===== src/hw/rtl/smac_pkg.sv =====
// Shared types and constants of the shadow memory access checker.
// Used by smac_front, smac_fifo, smac_back and the top level; no dependencies.
package smac_pkg;

  localparam int GRANULE_SHIFT  = 3;
  localparam int GRANULE_BYTES  = 1 << GRANULE_SHIFT;
  localparam int SHADOW_ENTRIES = 4096;
  localparam int MAX_BYTES      = 4096;

  localparam int ADDR_W   = 64;
  localparam int LEN_W    = 13;
  localparam int CODE_W   = 8;
  localparam int OP_W     = 2;
  localparam int IDX_W    = $clog2(SHADOW_ENTRIES);
  localparam int GRAN_W   = ADDR_W - GRANULE_SHIFT;
  localparam int CNT_W    = LEN_W - GRANULE_SHIFT;
  localparam int SUM_W    = ((IDX_W > CNT_W) ? IDX_W : CNT_W) + 1;
  localparam int CFG_IDX_W = 2;
  localparam int CFG_DATA_W = 64;

  localparam int QUEUE_DEPTH = 4;
  localparam int QPTR_W      = $clog2(QUEUE_DEPTH);

  localparam logic [OP_W-1:0] OP_CHECK = 2'd0;
  localparam logic [OP_W-1:0] OP_FILL  = 2'd1;
  localparam logic [OP_W-1:0] OP_MARK  = 2'd2;
  localparam logic [OP_W-1:0] OP_NONE  = 2'd3;

  localparam logic [CFG_IDX_W-1:0] REG_ENABLE = 2'd0;
  localparam logic [CFG_IDX_W-1:0] REG_BASE   = 2'd1;
  localparam logic [CFG_IDX_W-1:0] REG_LIMIT  = 2'd2;

  localparam logic [1:0] KIND_RESULT = 2'd0;
  localparam logic [1:0] KIND_CHECK  = 2'd1;
  localparam logic [1:0] KIND_WRITE  = 2'd2;

  typedef struct packed {
    logic                      enable;
    logic [ADDR_W-1:0]         base;
    logic [ADDR_W-1:0]         limit;
  } cfg_t;

  typedef struct packed {
    logic [1:0]                kind;
    logic                      ok;
    logic                      done;
    logic                      err;
    logic [IDX_W-1:0]          idx;
    logic [GRANULE_SHIFT-1:0]  off;
    logic [LEN_W-1:0]          rem;
    logic [IDX_W:0]            lim;
    logic [CNT_W-1:0]          cnt;
    logic [CNT_W-1:0]          whole;
    logic [GRANULE_SHIFT-1:0]  part;
    logic [CODE_W-1:0]         code;
  } desc_t;

endpackage


===== src/hw/rtl/smac_fifo.sv =====
// Descriptor queue between the front end and the back end.
// Depends on smac_pkg.
module smac_fifo import smac_pkg::*; (
  input  logic  clk,
  input  logic  rst,
  input  logic  push,
  input  desc_t push_data,
  output logic  full,
  input  logic  pop,
  output desc_t head,
  output logic  empty
);

  desc_t              entries [QUEUE_DEPTH];
  logic [QPTR_W-1:0]  wr_ptr;
  logic [QPTR_W-1:0]  rd_ptr;
  logic [QPTR_W:0]    count;

  assign full  = (count == (QPTR_W+1)'(QUEUE_DEPTH));
  assign empty = (count == '0);
  assign head  = entries[rd_ptr];

  always_ff @(posedge clk) begin
    if (push) begin
      entries[wr_ptr] <= push_data;
    end
  end

  always_ff @(posedge clk) begin
    if (rst) begin
      wr_ptr <= '0;
      rd_ptr <= '0;
      count  <= '0;
    end else begin
      if (push) begin
        wr_ptr <= wr_ptr + 1'b1;
      end
      if (pop) begin
        rd_ptr <= rd_ptr + 1'b1;
      end
      case ({push, pop})
        2'b10:   count <= count + 1'b1;
        2'b01:   count <= count - 1'b1;
        default: count <= count;
      endcase
    end
  end

endmodule


===== config.mk =====
export PLATFORM = sky130hd
export DESIGN_NAME = smac_fifo
export DESIGN_NICKNAME = d
export VERILOG_FILES = /design/src/hw/rtl/smac_pkg.sv /design/src/hw/rtl/smac_fifo.sv
export SDC_FILE = /design/constraint.sdc
export NUM_CORES = 1
export LEC_CHECK = 0
export ABC_AREA = 1
export CAP_MARGIN = 20
export CORE_ASPECT_RATIO = 0.9
export CORE_MARGIN = 4
export CORE_UTILIZATION = 46
export CTS_CLUSTER_SIZE = 16
export DETAILED_ROUTE_END_ITERATION = 10
export DONT_BUFFER_PORTS = 1
export SETUP_SLACK_MARGIN = 0.02
export SLEW_MARGIN = 20
export SYNTH_ARGS = -nofsm -noshare
export SYNTH_HDL_FRONTEND = slang
export SYNTH_SLANG_ARGS = --single-unit

===== constraint.sdc =====
create_clock -name clk -period 2.6 [get_ports clk]
set_clock_uncertainty 0.15 [all_clocks]
set_input_delay 0.13 -clock clk [delete_from_list [all_inputs] [get_ports clk]]
set_output_delay 0.13 -clock clk [all_outputs]
set_load 0.05 [all_outputs]

==> results.ini <==
[timing]
holdWs_ps=102
rsz0062_at_grt=false
drv_slew=0
fmax_ghz=0.408
post-route-period-util_pct=94.2
setup-violations-final=0
layout_setup_ws_ps=150
finalSetupTns_ps=0
post-route-min-period_ps=2450
hold_viol=0
normalized_max_slew_margin_pct=55.2
tightestPinTransition_ps=672

[clock_tree]
clkSlewWorstSetupHoldPaths_ps=60
clk_root_buffer_cell=clkbuf_16
tritoncts=built
insertion_delay_to_the_later_sink_of_the_worst_skew_pair_ps=500
cts.sink_count=317
number_of_buffers_added_by_the_clock_tree_synthesis_step=34
ctsLongestPathBuffers=3
post-cts-setup-buffers=0
htreeDepth=2

[global_route]
grt_pass1_wl_um=40600
grt_use_total_pct=18.2
antenna_found_initial=5
grt_overflow_total=0
grt_start_max_net_pins=155
vias_in_the_first_global_route=7478

[synth]
post_synth_instance_area_mm2=0.0119
synth_top_cells_by_count=edfxtp_1 (308), nor2_1 (157), o21ai_0 (155)
primary_flip_flop_cell_chosen_by_synthesis_mapping=edfxtp_1
synth_async_sr_flop_share_pct=0
synthesis.yosys.warnings=0
synth_most_common_cell=edfxtp_1
ys_top_cells_by_area=edfxtp_1 (78%), o21ai_0 (6.5%), nor2_1 (5.0%)
yosys.area.top_type=edfxtp_1
synth_fp_nets=889
avgSynthCellArea_um2=14.8
synth_enable_flop_cells=308
synth.top_cell.area_share_pct=78.0
synth.lib_cells_used.distinct=23
yosysSeqAreaShare_pct=79.5
yosys_register_bits=317
postSynthCellCount=802

[hold_path]
worstHoldPathType=in2reg

[routing]
drt_drc_violations_left=0
routed_wire_length_per_instance_um=19.5
detail_route.wirelength_um=26000
drtPass1Iterations=4
avgViaCountPerCell=5.35
detail-route-antenna-nets=0
detailroute.via_count=7129
drt_iter0_drc=466

[die]
initial_core_util_pct=46.9
floorplan.io_pins=160
num_rows=55
total_die_area_mm2=0.0284
floorplan.die.width_um=177
core-area_mm2=0.0253
die_y_um=160

[power]
netSwitchingFraction_pct=25.5
net-switching-power_mw=3.11
pwr-share-seq_pct=48.3
leakage_nw=5.02
power.internal_mw=9.10
comb_power_share_pct=13.9
power.total_mw=12.2
cellPowerDensity_mw_per_mm2=830
vdd_ir_drop_max_mv=0.642
power_frac_clock_pct=37.8

[critical_path]
critPathArrivalTime_ps=2170
crit_type=reg2out
critPathRequiredTime_ps=2320
max_fanout_on_critical_path=154
endpoint_kind_of_the_worst_setup_timing_path=primary output
cp-start-kind=flop

[layout]
final_util_pct=58.3
fillers=1947
final_cell_area_mm2=0.0147
layout-area-overhead-vs-synth_pct=24.1
fin_cells=1333
multiInputGateArea_mm2=0.00203
layout.area.seq_mm2=0.00943
finalNetCount=1053
drive_gt1_share_pct=15.0

[placed_design]
half_perimeter_wire_length_after_placement_um=14800
dp.cells=1191
placed_area_mm2=0.0128
placement.io_buffers=0
routability_congestion_estimate_from_global_placement=0.752
dpl_worst_slack_ps=639

[job]
cap_violations=0

[run_status]
status=finished clean

## logic make-up (layout without fill, tap and decap cells)
group	count (synthesis)	count (layout)	share of synthesized area (%)
adder cells (fa/ha/maj)	6	6	0.697
AND/OR/NAND/NOR	170	170	5.43
other	0	3	0
flip-flops	317	317	79.5
buffers and inverters	67	253	3.31
AO/OA/AOI/OAI	242	242	11.0
## power groups by stage
| stage | Sequential, mW | Combinational, mW | Clock (mW) |
|---|---|---|---|
| after floorplan | 5.99 | 1.10 | 0 |
| final | 5.89 | 1.70 | 4.62 |
| after CTS | 5.89 | 1.71 | 4.73 |
| after global routing | 5.91 | 1.81 | 5.01 |
| after global placement | 5.99 | 1.53 | 0 |
| after detailed placement | 6.00 | 1.56 | 0 |
## registers in the layout (all words and copies together), names as in the netlist, named ones only
signal / flops
entries: 308
count: 3
rd_ptr: 2
wr_ptr: 2
## critical path: stages, from the launching register on
cell     delay (ps)
dfxtp_4         390
buf_12          460
o21ai_0         190
o22ai_1         260
buf_4           250
## worst paths after layout
path                                              from                       end  slack [ps]  depth (start not counted)
worst min-delay path                              push  entries[1][12]$_DFFE_PP_         100                          3
worst min register to register  rd_ptr[1]$_SDFFE_PP0P_                      flop         290                          1
worst max-delay path                              flop                  head[51]         150                          4
worst max register to register  wr_ptr[0]$_SDFFE_PP0P_   entries[0][1]$_DFFE_PP_         660                          5
## area by class of cell
type,count,share of cell area (%)
Antenna cell,3,0.0510
Clock inverter,14,0.825
Clock buffer,44,6.47
Sequential cell,317,64.1
Timing Repair Buffer,177,11.2
Inverter,18,0.612
Multi-Input combinational cell,418,13.8
Tap cell,342,2.91
## per-layer routing
layer  routed length (um)  part of all wire [%]  GRT usage (%)  up-vias
met5                   26                  0.10              0        -
met4                  435                   1.7           4.78        4
met3                 2080                   8.0           5.41       39
met2                12500                    48           29.9      212
met1                11000                    42           23.8     3517
li1                     -                     -              -     3357
## layout by cell type, fill, tap and decap left out, types with 9 or more instances in the layout
| master | n |
|---|---|
| buf_4 | 87 |
| edfxtp_1 | 308 |
| inv_1 | 12 |
| clkbuf_16 | 37 |
| nor2_1 | 157 |
| buf_12 | 9 |
| dlygate4sd3_1 | 81 |
| nand2_1 | 9 |
| o22ai_1 | 77 |
| o21ai_0 | 155 |
## timing repair
item | CTS | global route
gates resized for setup | 0 | 1
hold buffers | 81 | 0
hold endpoints to repair | 317 | 0
setup endpoints to repair | 0 | 1
(Power assumes the default switching activity.)
