File: config.mk
export PLATFORM = sky130hd
export DESIGN_NAME = smac_front
export DESIGN_NICKNAME = d
export VERILOG_FILES = /design/src/hw/rtl/smac_pkg.sv /design/src/hw/rtl/smac_front.sv
export SDC_FILE = /design/constraint.sdc
export NUM_CORES = 1
export LEC_CHECK = 0
export BUFFER_PORTS_ARGS = -buffer_cell sky130_fd_sc_hd__buf_4
export CORE_MARGIN = 3
export CORE_UTILIZATION = 55
export CTS_CLUSTER_SIZE = 25
export DETAILED_ROUTE_END_ITERATION = 7
export PLACE_DENSITY = 0.83
export SKIP_LAST_GASP = 1
export SYNTH_ARGS = -nofsm -noshare
export SYNTH_HDL_FRONTEND = slang
export SYNTH_SLANG_ARGS = --single-unit
File: constraint.sdc
create_clock -name clk -period 4.77 [get_ports clk]
set_input_delay 0.2385 -clock clk [delete_from_list [all_inputs] [get_ports clk]]
set_output_delay 0.2385 -clock clk [all_outputs]
set_load 0.02 [all_outputs]
File: src/hw/rtl/smac_pkg.sv
// Shared types and constants of the shadow memory access checker.
// Used by smac_front, smac_fifo, smac_back and the top level; no dependencies.
package smac_pkg;

  localparam int GRANULE_SHIFT  = 3;
  localparam int GRANULE_BYTES  = 1 << GRANULE_SHIFT;
  localparam int SHADOW_ENTRIES = 4096;
  localparam int MAX_BYTES      = 4096;

  localparam int ADDR_W   = 64;
  localparam int LEN_W    = 13;
  localparam int CODE_W   = 8;
  localparam int OP_W     = 2;
  localparam int IDX_W    = $clog2(SHADOW_ENTRIES);
  localparam int GRAN_W   = ADDR_W - GRANULE_SHIFT;
  localparam int CNT_W    = LEN_W - GRANULE_SHIFT;
  localparam int SUM_W    = ((IDX_W > CNT_W) ? IDX_W : CNT_W) + 1;
  localparam int CFG_IDX_W = 2;
  localparam int CFG_DATA_W = 64;

  localparam int QUEUE_DEPTH = 4;
  localparam int QPTR_W      = $clog2(QUEUE_DEPTH);

  localparam logic [OP_W-1:0] OP_CHECK = 2'd0;
  localparam logic [OP_W-1:0] OP_FILL  = 2'd1;
  localparam logic [OP_W-1:0] OP_MARK  = 2'd2;
  localparam logic [OP_W-1:0] OP_NONE  = 2'd3;

  localparam logic [CFG_IDX_W-1:0] REG_ENABLE = 2'd0;
  localparam logic [CFG_IDX_W-1:0] REG_BASE   = 2'd1;
  localparam logic [CFG_IDX_W-1:0] REG_LIMIT  = 2'd2;

  localparam logic [1:0] KIND_RESULT = 2'd0;
  localparam logic [1:0] KIND_CHECK  = 2'd1;
  localparam logic [1:0] KIND_WRITE  = 2'd2;

  typedef struct packed {
    logic                      enable;
    logic [ADDR_W-1:0]         base;
    logic [ADDR_W-1:0]         limit;
  } cfg_t;

  typedef struct packed {
    logic [1:0]                kind;
    logic                      ok;
    logic                      done;
    logic                      err;
    logic [IDX_W-1:0]          idx;
    logic [GRANULE_SHIFT-1:0]  off;
    logic [LEN_W-1:0]          rem;
    logic [IDX_W:0]            lim;
    logic [CNT_W-1:0]          cnt;
    logic [CNT_W-1:0]          whole;
    logic [GRANULE_SHIFT-1:0]  part;
    logic [CODE_W-1:0]         code;
  } desc_t;

endpackage

File: src/hw/rtl/smac_front.sv
// Front end: input register, window/index arithmetic and transaction classification.
// Depends on smac_pkg; feeds descriptors into smac_fifo.
module smac_front import smac_pkg::*; (
  input  logic              clk,
  input  logic              rst,
  input  cfg_t              cfg,
  input  logic              clearing,
  input  logic              in_valid,
  output logic              in_ready,
  input  logic [OP_W-1:0]   operation,
  input  logic [ADDR_W-1:0] address,
  input  logic [LEN_W-1:0]  length,
  input  logic [LEN_W-1:0]  total_length,
  input  logic [CODE_W-1:0] shadow_code,
  output logic              push,
  output desc_t             push_data,
  input  logic              full
);

  localparam logic [LEN_W:0] RND_MASK = (LEN_W+1)'(GRANULE_BYTES - 1);

  logic              s_valid;
  logic [OP_W-1:0]   s_op;
  logic [ADDR_W-1:0] s_addr;
  logic [LEN_W-1:0]  s_len;
  logic [LEN_W-1:0]  s_total;
  logic [CODE_W-1:0] s_code;

  logic [GRAN_W:0]   d;
  logic              small_idx;
  logic              at_end;
  logic              cap;
  logic [IDX_W:0]    lim;
  logic              in_window;
  logic [LEN_W:0]    rounded;
  logic [CNT_W-1:0]  n_fill;
  logic [CNT_W-1:0]  n_total;
  logic              addr_mis;

  assign in_ready = !clearing && (!s_valid || !full);
  assign push     = s_valid && !full;

  always_ff @(posedge clk) begin
    if (rst) begin
      s_valid <= 1'b0;
    end else if (in_valid && in_ready) begin
      s_valid <= 1'b1;
    end else if (push) begin
      s_valid <= 1'b0;
    end
    if (in_valid && in_ready) begin
      s_op    <= operation;
      s_addr  <= address;
      s_len   <= length;
      s_total <= total_length;
      s_code  <= shadow_code;
    end
  end

  function automatic logic fits(input logic [CNT_W-1:0] n, input logic sm,
                                input logic ae, input logic [IDX_W-1:0] idx);
    logic [SUM_W-1:0] sum;
    sum = SUM_W'(idx) + SUM_W'(n);
    if (sm) begin
      return sum <= SUM_W'(SHADOW_ENTRIES);
    end
    return ae && (n == '0);
  endfunction

  assign d = {1'b0, s_addr[ADDR_W-1:GRANULE_SHIFT]}
           - {1'b0, cfg.base[ADDR_W-1:GRANULE_SHIFT]};
  assign small_idx = (d[GRAN_W:IDX_W] == '0);
  assign at_end    = (d == (GRAN_W+1)'(SHADOW_ENTRIES));
  // store top clipped where the granule space ends
  assign cap = &cfg.base[ADDR_W-1:GRANULE_SHIFT+IDX_W];
  assign lim = cap ? ({1'b0, ~cfg.base[GRANULE_SHIFT+IDX_W-1:GRANULE_SHIFT]} + 1'b1)
                   : (IDX_W+1)'(SHADOW_ENTRIES);
  assign in_window = (s_addr >= cfg.base) && (s_addr < cfg.limit);
  assign rounded   = ({1'b0, s_len} + RND_MASK) & ~RND_MASK;
  assign n_fill    = s_len[LEN_W-1:GRANULE_SHIFT];
  assign n_total   = s_total[LEN_W-1:GRANULE_SHIFT];
  assign addr_mis  = (s_addr[GRANULE_SHIFT-1:0] != '0);

  always_comb begin
    push_data       = '0;
    push_data.kind  = KIND_RESULT;
    push_data.ok    = 1'b1;
    push_data.idx   = d[IDX_W-1:0];
    push_data.off   = s_addr[GRANULE_SHIFT-1:0];
    push_data.rem   = s_len;
    push_data.lim   = lim;
    push_data.code  = s_code;
    if (cfg.enable) begin
      unique case (s_op)
        OP_CHECK: begin
          if (s_len == '0 || !in_window) begin
            push_data.kind = KIND_RESULT;
          end else if (s_len > LEN_W'(MAX_BYTES)) begin
            push_data.err = 1'b1;
          end else if (!small_idx) begin
            push_data.ok   = 1'b0;
            push_data.done = 1'b1;
            push_data.err  = 1'b1;
          end else begin
            push_data.kind = KIND_CHECK;
          end
        end
        OP_FILL: begin
          if (addr_mis || s_len[GRANULE_SHIFT-1:0] != '0 ||
              s_len > LEN_W'(MAX_BYTES) ||
              !fits(n_fill, small_idx, at_end, d[IDX_W-1:0])) begin
            push_data.err = 1'b1;
          end else begin
            push_data.kind = KIND_WRITE;
            push_data.done = 1'b1;
            push_data.cnt  = n_fill;
          end
        end
        OP_MARK: begin
          if (addr_mis || s_total[GRANULE_SHIFT-1:0] != '0 ||
              s_total > LEN_W'(MAX_BYTES) || rounded > {1'b0, s_total} ||
              !fits(n_total, small_idx, at_end, d[IDX_W-1:0])) begin
            push_data.err = 1'b1;
          end else begin
            push_data.kind  = KIND_WRITE;
            push_data.done  = 1'b1;
            push_data.cnt   = n_total;
            push_data.whole = s_len[LEN_W-1:GRANULE_SHIFT];
            push_data.part  = s_len[GRANULE_SHIFT-1:0];
          end
        end
        default: begin
          push_data.kind = KIND_RESULT;
        end
      endcase
    end
  end

endmodule

==> results of run 1 <==
==> cells by family (layout without fill, tap and decap cells) <==
group / after synthesis / count (layout) / share of synthesized area (%)
compound gates: 430 / 430 / 24.0
fa+ha+maj: 166 / 166 / 17.8
buf+inv: 226 / 613 / 7.84
mux: 7 / 7 / 0.605
simple gates: 452 / 452 / 19.3
flops: 101 / 101 / 25.6
xor+xnor: 64 / 64 / 4.75
==> layout make-up <==
class / count / area, um^2 / share of cell area [%]
multi-input cells: 1119 / 8590 / 53.0
repair buffers: 421 / 3280 / 20.2
flip-flops and latches: 101 / 3020 / 18.7
inverters: 176 / 661 / 4.08
well taps: 270 / 338 / 2.09
clock buffers: 9 / 225 / 1.39
clock inverters: 7 / 80.1 / 0.495
==> power by group through the flow <==
stage                     clock network [mW]  registers, mW  logic (mW)
after floorplan                            0           1.08       0.831
after global placement                     0           1.08        1.34
after detailed placement                   0           1.08        1.37
after CTS                              0.804           1.06        1.47
after global routing                   0.847           1.07        1.69
final                                  0.803           1.07        1.57
==> per-stage QoR <==
step	cell area (um^2)	hold slack [ns]	setup TNS, ns	util (%)	total power, mW
after floorplan	11800	0.311	0	-	1.91
after detailed placement	14800	0.407	-0.00710	71.9	2.45
after CTS	15800	0.0238	-0.317	76.6	3.33
after global placement	14800	0.396	0	71.9	2.42
after global routing	16200	0.0291	-7.63	78.5	3.60
final	16200	0.0296	-4.36	78.5	3.44
==> worst max path at each step <==
stage,from,end,slack (ns)
floorplan,s_addr[3],push_data[24],0.02
detailed placement,s_addr[3],push_data[76],-0.007
global placement,cfg[67],push_data[76],0.08
global route,s_addr[22],push_data[15],-0.36
finish,s_addr[3],push_data[11],-0.24
CTS,s_addr[3],push_data[11],-0.05
==> worst register-to-register path: cells and delay by family (launching register included) <==
kind,cells,cell delay [ns]
buffers and inverters,1,0.66
and+or+nand+nor,1,0.70
DFF,1,0.32
AOI/OAI and AO/OA,1,0.17
==> state kept, by name, summed over array words and instances, names as in the netlist <==
register and count:
s_addr 64, s_len 13, s_total 13, s_code 8
s_op 2, s_valid 1
==> timing repair <==
action,in CTS,in global routing
pin swaps,18,16
cloned,3,1
endpoints found under the setup margin,28,28
gates resized for setup,103,68
setup buffers,18,8
hold buffers,0,0
==> cells in the final DEF, fill, tap and decap left out, types with 11 or more instances in the layout <==
cell	n
buf_4	402
inv_1	175
ha_1	127
nand2_1	125
a21oi_1	103
edfxtp_1	100
nor2_1	97
nand4_1	66
a21o_1	56
o21ai_0	55
xnor2_1	36
nor3_1	32
a21oi_2	27
xor2_1	24
nand3_1	21
nor4_1	21
ha_4	19
o21a_1	18
o21ai_1	17
ha_2	17
buf_6	16
o211ai_1	15
o21bai_1	11
a22oi_1	11
==> per-layer routing <==
metal / GRT usage [%] / vias to the layer above / wire [um]
met5: 0 / - / 0
met4: 11.8 / 0 / 2050
met3: 6.67 / 171 / 4420
met2: 58.4 / 884 / 20500
met1: 45.9 / 6172 / 17600
li1: - / 6100 / -
==> impl_metrics.toml, run 1 <==
[floorplanning]
rows = 52
design.die.area_mm2 = 0.0232
io_pins = 313
core_mm2 = 0.0206
start_util_pct = 57.2
die_h_um = 152
die-width_um = 152

[sta]
fin_crit_sh_pct = 105
tightest_slew_ns = 0.827
fin_crit_ns = 5.01
rsz0062_at_grt = "yes"
fmax_ghz = 0.200
finalClockSkew_ns = 0.0107
maxSlewViolCount = 0
setup_violations = 26
finalHoldViolCount = 0
maxSlewHeadroom_pct = 44.9
fin_ws_ns = -0.241

[final_layout]
final_nets = 2228
layout.cells.non_filler = 2103
fillCellCount = 1393
n_antenna_cell = 0
drive_above_1_share_pct = 31.3
syn2layout_area_growth_pct = 37.3

[worst_setup_path]
path_delay_family = "simple AND/OR/NAND/NOR gates"
crit_fanout = 6
max_stage_delay_ns = 0.38
endpoint_kind = "output pin"
ff2ff_path_depth = 3
r2r-end = "s_addr[55]"
crit_path_cell_trace = "inv_2 > ha_4 > fa_2 > nand2b_4 > a211o_1 > a21oi_2 > buf_4 > a21oi_4 > buf_4 > o311ai_0 > o41ai_1 > nor3_1 > nand4_1 > nand4bb_4 > nor4_4 > buf_6 > bufbuf_16 > and3_4 > buf_6"
r2r_setup_slack_ns = 2.54
reg2reg_from = "s_valid"
crit_slowest_cell = "edfxtp_1"
path_buf_inv = 6
worst-path-stages = 19
worstSetupPathType = "register to output pin"
worst-endpoint-arrival_ns = 4.77
cp-start-kind = "register"
cp.required_ns = 4.53

[placement]
place_inst = 2058
place.gp.congestion = 1.02
io_buffers = 312
hpwl_mm = 34.5
pre_cts_slack_ns = -0.00710

[logic_synthesis]
synth_area_per_cell_um2 = 8.15
synth_edf_count = 100
synth_cell_type_count = 82
ys_seq_elements = 101
synth_top_area_cell = "edfxtp_1"
yosysMostFrequentCell = "inv_1"
ys.flop_type = "edfxtp_1"
syn_inst = 1446
ys_top_cells_by_count = "inv_1 (176), ha_1 (163), a21oi_1 (129)"
ys_seq_area_share_pct = 25.6
syn_nets = 1846
synth_area_mm2 = 0.0118
synthTopCellsByArea = "edfxtp_1 (25%), ha_1 (17%), inv_1 (5.6%)"
synth_top_cell_area_share_pct = 25.5
yosysWarnings = 0
async_flop_share_pct = 0

[global_routing]
grt_antenna_before_repair = 0
track_usage_pct = 35.0
grt_pass1_vias = 12900
grt_max_degree = 59
grt-ovfl-total = 0
grt_pass1_wl_mm = 66.7

[clock_network]
worstSkewPairLatency_ns = 0.37
cts_tree = "built"
numCtsBuffers = 9
cts_root_buf = "clkbuf_16"
cts.sinks = 101
clk_pin_slew_worst_paths_ns = 0.09
h-tree-depth = 3
cts_buffer_depth = 2

[detailed_routing]
drt_iter0_drc = 1290
routedWlPerCell_um = 21.2
postRouteAntennaNets = 0
via_per_inst = 6.34
routed_wl_mm = 44.6
via_count = 13300
dr.pass1.iters = 5
drc = 0

[power_and_ir_drop]
seq_power_share_pct = 31.0
p_leak_nw = 7.43
combPwrFrac_pct = 45.7
p_switching_mw = 1.31
peakVddDrop_mv = 0.171
sw_frac_of_total_pct = 38.2
p_int_mw = 2.13
pwr-share-clk_pct = 23.3
p_per_area_mw_per_mm2 = 213

[status]
violations = "setup timing"
status = "finished with violations"

[hold_path]
hold_start = "rst"
whs_path_depth = 2
hold_end = "s_valid"
min_path_type = "input port to register"

[flow_run]
maxCapViolCount = 0
No activity file was read; power rests on OpenSTA's default activity.
==> run 2, diff against run 1 <==
--- a/config.mk
+++ b/config.mk
@@ -10,7 +10,7 @@
 export CORE_UTILIZATION = 55
 export CTS_CLUSTER_SIZE = 25
 export DETAILED_ROUTE_END_ITERATION = 7
-export PLACE_DENSITY = 0.83
+export PLACE_DENSITY_LB_ADDON = 0.15
 export SKIP_LAST_GASP = 1
 export SYNTH_ARGS = -nofsm -noshare
 export SYNTH_HDL_FRONTEND = slang
==> impl_metrics.toml, run 2 (synthesized netlist as in run 1, its figures left out) <==
[clock_network]
cts_tree = "built"
h-tree-depth = 3
cts_buffer_depth = 2
cts_root_buf = "clkbuf_16"
worstSkewPairLatency_ns = 0.38
cts.sinks = 101
numCtsBuffers = 9
clk_pin_slew_worst_paths_ns = 0.07

[detailed_routing]
postRouteAntennaNets = 0
drt_iter0_drc = 1298
routedWlPerCell_um = 21.0
drc = 0
routed_wl_mm = 44.5
via_per_inst = 6.31
dr.pass1.iters = 8
via_count = 13400

[worst_setup_path]
crit_path_cell_trace = "ha_4 > nand3b_1 > a211oi_2 > buf_4 > o21bai_2 > o21ba_4 > xor2_2 > nand2_1 > or4_4 > or4_4 > nand4bb_4 > buf_6 > nor4_4 > buf_4 > a22oi_2 > nor2_1 > buf_4"
worstSetupPathType = "register to output pin"
cp-start-kind = "register"
cpMostUsedCell = "buf_4"
crit_slowest_cell = "or4_4"
endpoint_kind = "output pin"
max_stage_delay_ns = 0.57
path_buf_inv = 4
crit_fanout = 5
cp.required_ns = 4.53
path_delay_family = "simple AND/OR/NAND/NOR gates"
worst-endpoint-arrival_ns = 4.81

[sta]
maxSlewViolCount = 0
setup_tns_ns = -4.08
fin_crit_ns = 5.05
maxSlewHeadroom_pct = 43.2
fin_ws_ns = -0.278
finalHoldViolCount = 0
finalClockSkew_ns = 0.0129
fin_crit_sh_pct = 106
rsz0062_at_grt = "yes"
setup_violations = 26
tightest_slew_ns = 0.852
fmax_ghz = 0.198

[power_and_ir_drop]
peakVddDrop_mv = 0.164
p_total_mw = 3.49
p_leak_nw = 7.58
p_per_area_mw_per_mm2 = 212

[global_routing]
grt_antenna_before_repair = 1
grt_pass1_wl_mm = 67.6
grt_max_degree = 64
grt_pass1_vias = 13100
track_usage_pct = 35.5
grt-ovfl-total = 0

[final_layout]
fillCellCount = 1407
drive_above_1_share_pct = 33.0
syn2layout_area_growth_pct = 39.5
multi_input_area_mm2 = 0.00873
fin_util_pct = 79.8
final_common_cell = "buf_4"
final_nets = 2249
layout.cells.non_filler = 2124
n_antenna_cell = 0
ff_latch_area_mm2 = 0.00302
reg_top3 = "s_addr: 64 flops, s_len: 13 flops, s_total: 13 flops"
largest_reg_flops = 64
final_cell_mix = "buf_4 (430), inv_1 (174), ha_1 (131)"
largest-register = "s_addr"

[flow_run]
maxCapViolCount = 0

[floorplanning]
rows = 52
core_mm2 = 0.0206
start_util_pct = 57.2
die-width_um = 152
die_h_um = 152
design.die.area_mm2 = 0.0232
io_pins = 313

[placement]
place_inst = 2065
io_buffers = 312
place.gp.congestion = 1.03
pre_cts_slack_ns = 0.0541
hpwl_mm = 34.1

[status]
status = "finished with violations"
violations = "setup timing"

[hold_path]
min_path_type = "input port to register"
-- run 2: cell types whose count changed in the layout (fill, tap and decap cells not counted), sizes merged --
cell | previous run | this run
clkbuf | 10 | 9
bufbuf | 1 | 0
buf | 419 | 442
-- run 2: worst paths after layout --
| kind | startpoint | end | slack [ns] | depth (start not counted) |
|---|---|---|---|---|
| worst min-delay path | rst | s_valid | 0.02 | 2 |
| worst max-delay path | s_addr[5] | push_data[28] | -0.28 | 17 |
| worst max register to register | s_valid | s_addr[50] | 2.59 | 3 |
| worst min register to register | s_valid | s_valid | 0.58 | 2 |
-- run 2: metrics by stage --
step | cell area [um^2] | hold WS (ns)
floorplan | 11800 | 0.311
global placement | 14900 | 0.394
detailed placement | 14900 | 0.404
CTS | 16000 | 0.0204
global route | 16500 | 0.0266
finish | 16500 | 0.0210
-- run 2: where the power goes --
group | internal (mW) | switching, mW
registers | 1.02 | 0.0438
clock network | 0.417 | 0.391
logic | 0.715 | 0.902
total | 2.16 | 1.34
-- run 2: routing by layer --
metal | vias up | track usage [%] | share of wire (%)
li1 | 6153 | - | -
met1 | 6215 | 46.3 | 39
met2 | 875 | 58.3 | 46
met3 | 162 | 6.96 | 10
met4 | 2 | 14.0 | 4.3
met5 | - | 0 | 0.031
-- run 2: final cells by class --
cell class / instances / share of cell area, %
inverters: 176 / 4.02
multi-input cells: 1119 / 53.0
clock buffers: 9 / 1.37
well taps: 270 / 2.05
clock inverters: 7 / 0.494
flip-flops and latches: 101 / 18.4
repair buffers: 442 / 20.6
-- run 2: what timing repair did --
action                                  CTS  global route
buffers inserted                         25            17
pin swaps                                33            40
endpoints found under the setup margin   28            28
hold buffers                              0             0
resized for setup                       103            87
gates cloned                              3             0
==> run 3, diff against run 2 <==
--- a/config.mk
+++ b/config.mk
@@ -5,12 +5,13 @@
 export SDC_FILE = /design/constraint.sdc
 export NUM_CORES = 1
 export LEC_CHECK = 0
-export BUFFER_PORTS_ARGS = -buffer_cell sky130_fd_sc_hd__buf_4
+export BUFFER_PORTS_ARGS = -buffer_cell sky130_fd_sc_hd__buf_2
 export CORE_MARGIN = 3
 export CORE_UTILIZATION = 55
 export CTS_CLUSTER_SIZE = 25
 export DETAILED_ROUTE_END_ITERATION = 7
 export PLACE_DENSITY_LB_ADDON = 0.15
+export RECOVER_POWER = 50
 export SKIP_LAST_GASP = 1
 export SYNTH_ARGS = -nofsm -noshare
 export SYNTH_HDL_FRONTEND = slang
==> impl_metrics.toml, run 3 (synthesized netlist as in run 1, its figures left out) <==
[worst_setup_path]
path_delay_family = "compound AO/OA/AOI/OAI gates"
reg2reg_from = "s_valid"
cp.required_ns = 4.53
worst-path-stages = 19
path_buf_inv = 4
cpMostUsedCell = "a21oi_4"
ff2ff_path_depth = 3
r2r-end = "s_addr[54]"
r2r_setup_slack_ns = 2.50
crit_slowest_cell = "or4_4"
crit_fanout = 6
critPathCapture = "push_data[29]"
crit_path_cell_trace = "inv_1 > ha_2 > fa_2 > nand2b_4 > a21oi_4 > xor2_2 > ha_1 > a21oi_4 > nor2b_4 > o21a_1 > or4_4 > a2111oi_4 > o31ai_4 > nor4_4 > buf_6 > clkbuf_16 > a22oi_1 > nor2_1 > buf_4"
startpoint = "s_addr[3]"
max_stage_delay_ns = 0.56
worst-endpoint-arrival_ns = 4.74
endpoint_kind = "output pin"
cp-start-kind = "register"
worstSetupPathType = "register to output pin"

[final_layout]
final_common_cell = "buf_2"
fin_util_pct = 76.9
final_cell_mix = "buf_2 (269), inv_1 (175), buf_4 (165)"
reg_top3 = "s_addr: 64 flops, s_len: 13 flops, s_total: 13 flops"
final_nets = 2274
n_antenna_cell = 0
largest_reg_flops = 64
largest-register = "s_addr"
syn2layout_area_growth_pct = 34.5
drive_above_1_share_pct = 32.1

[detailed_routing]
routedWlPerCell_um = 20.2
postRouteAntennaNets = 0
routed_wl_mm = 43.4
via_per_inst = 6.14
via_count = 13200
dr.pass1.iters = 8
drc = 5
drt_iter0_drc = 1434

[global_routing]
grt_antenna_before_repair = 0
grt-ovfl-total = 0
grt_pass1_vias = 12600
grt_max_degree = 52
grt_pass1_wl_mm = 65.6
track_usage_pct = 34.5

[power_and_ir_drop]
p_per_area_mw_per_mm2 = 218
peakVddDrop_mv = 0.166
combPwrFrac_pct = 45.7
p_int_mw = 2.11
p_leak_nw = 7.40
sw_frac_of_total_pct = 38.8
p_switching_mw = 1.34
p_total_mw = 3.45
pwr-share-clk_pct = 23.5
seq_power_share_pct = 30.9

[clock_network]
cts_root_buf = "clkbuf_16"
cts_buffer_depth = 2
numCtsBuffers = 9
worstSkewPairLatency_ns = 0.37
cts_tree = "built"
h-tree-depth = 3
cts.sinks = 101
clk_pin_slew_worst_paths_ns = 0.09

[status]
status = "finished with violations"
violations = "DRC, setup timing"

[floorplanning]
die-width_um = 152
core_mm2 = 0.0206
design.die.area_mm2 = 0.0232
die_h_um = 152
rows = 52
start_util_pct = 57.2
io_pins = 313

[sta]
rsz0062_at_grt = "yes"
fin_crit_ns = 4.98
holdWs_ns = 0.0237
maxSlewViolCount = 0
maxSlewHeadroom_pct = 51.1
finalClockSkew_ns = 0.0142
setup_violations = 25
fin_crit_sh_pct = 104
fmax_ghz = 0.201
tightest_slew_ns = 0.734
finalHoldViolCount = 0
fin_ws_ns = -0.206

[placement]
hpwl_mm = 33.8
place.gp.congestion = 1.06
io_buffers = 312

[hold_path]
min_path_type = "input port to register"

[flow_run]
maxCapViolCount = 0
[run 3: cell types whose count changed in the layout (fill, tap and decap cells not counted), moves of 3 or more]
| cell | before | now |
|---|---|---|
| buf_2 | 0 | 269 |
| buf_4 | 430 | 165 |
| clkbuf_1 | 0 | 18 |
| a21oi_2 | 32 | 25 |
| a21oi_1 | 98 | 102 |
| nor2_2 | 4 | 8 |
| a21oi_4 | 3 | 6 |
| buf_6 | 9 | 12 |
| nor2_4 | 3 | 0 |
[run 3: metal layers]
metal,share of wire (%),up-vias,GRT usage (%)
li1,-,6195,-
met1,42,6105,46.4
met2,46,782,57.5
met3,8.9,105,5.65
met4,3.3,0,10.6
met5,0,-,0
[run 3: power groups by stage]
stage,Clock [mW],Sequential (mW),Combinational [mW]
after global placement,0,1.08,1.30
after detailed placement,0,1.08,1.33
after floorplan,0,1.08,0.831
after CTS,0.809,1.06,1.45
final,0.810,1.07,1.58
after global routing,0.852,1.07,1.70
[run 3: final cells by class]
type	count	area (um^2)
clock buffer	9	225
clock inverter	7	80.1
fill	1483	4760
inverter	176	661
multi-input combinational	1119	8680
sequential	101	3020
tap	270	338
timing repair buffer	467	2860
[run 3: how the worst min path moves through the flow]
| stage | startpoint | depth (start not counted) | to |
|---|---|---|---|
| after floorplan | rst | 1 | s_valid |
| after global placement | rst | 2 | s_valid |
| after detailed placement | rst | 2 | s_valid |
| after CTS | rst | 2 | s_valid |
| after global routing | rst | 2 | s_valid |
| final | rst | 2 | s_valid |
[run 3: repair_timing]
action | CTS | global route
buffers inserted | 30 | 14
resized for setup | 120 | 78
hold buffers | 0 | 0
setup endpoints to repair | 26 | 28
pin swaps | 35 | 29
gates cloned | 1 | 2
[run 3: stage by stage]
stage | TNS (ns) | instances | instance area, um^2 | setup WS (ns)
detailed placement | 0 | 2086 | 14300 | 0.0708
floorplan | 0 | 1446 | 11800 | 0.0172
finish | -3.65 | 2149 | 15900 | -0.206
CTS | 0 | 2133 | 15400 | 0.000547
global placement | 0 | 2086 | 14300 | 0.140
global route | -7.56 | 2149 | 15900 | -0.364
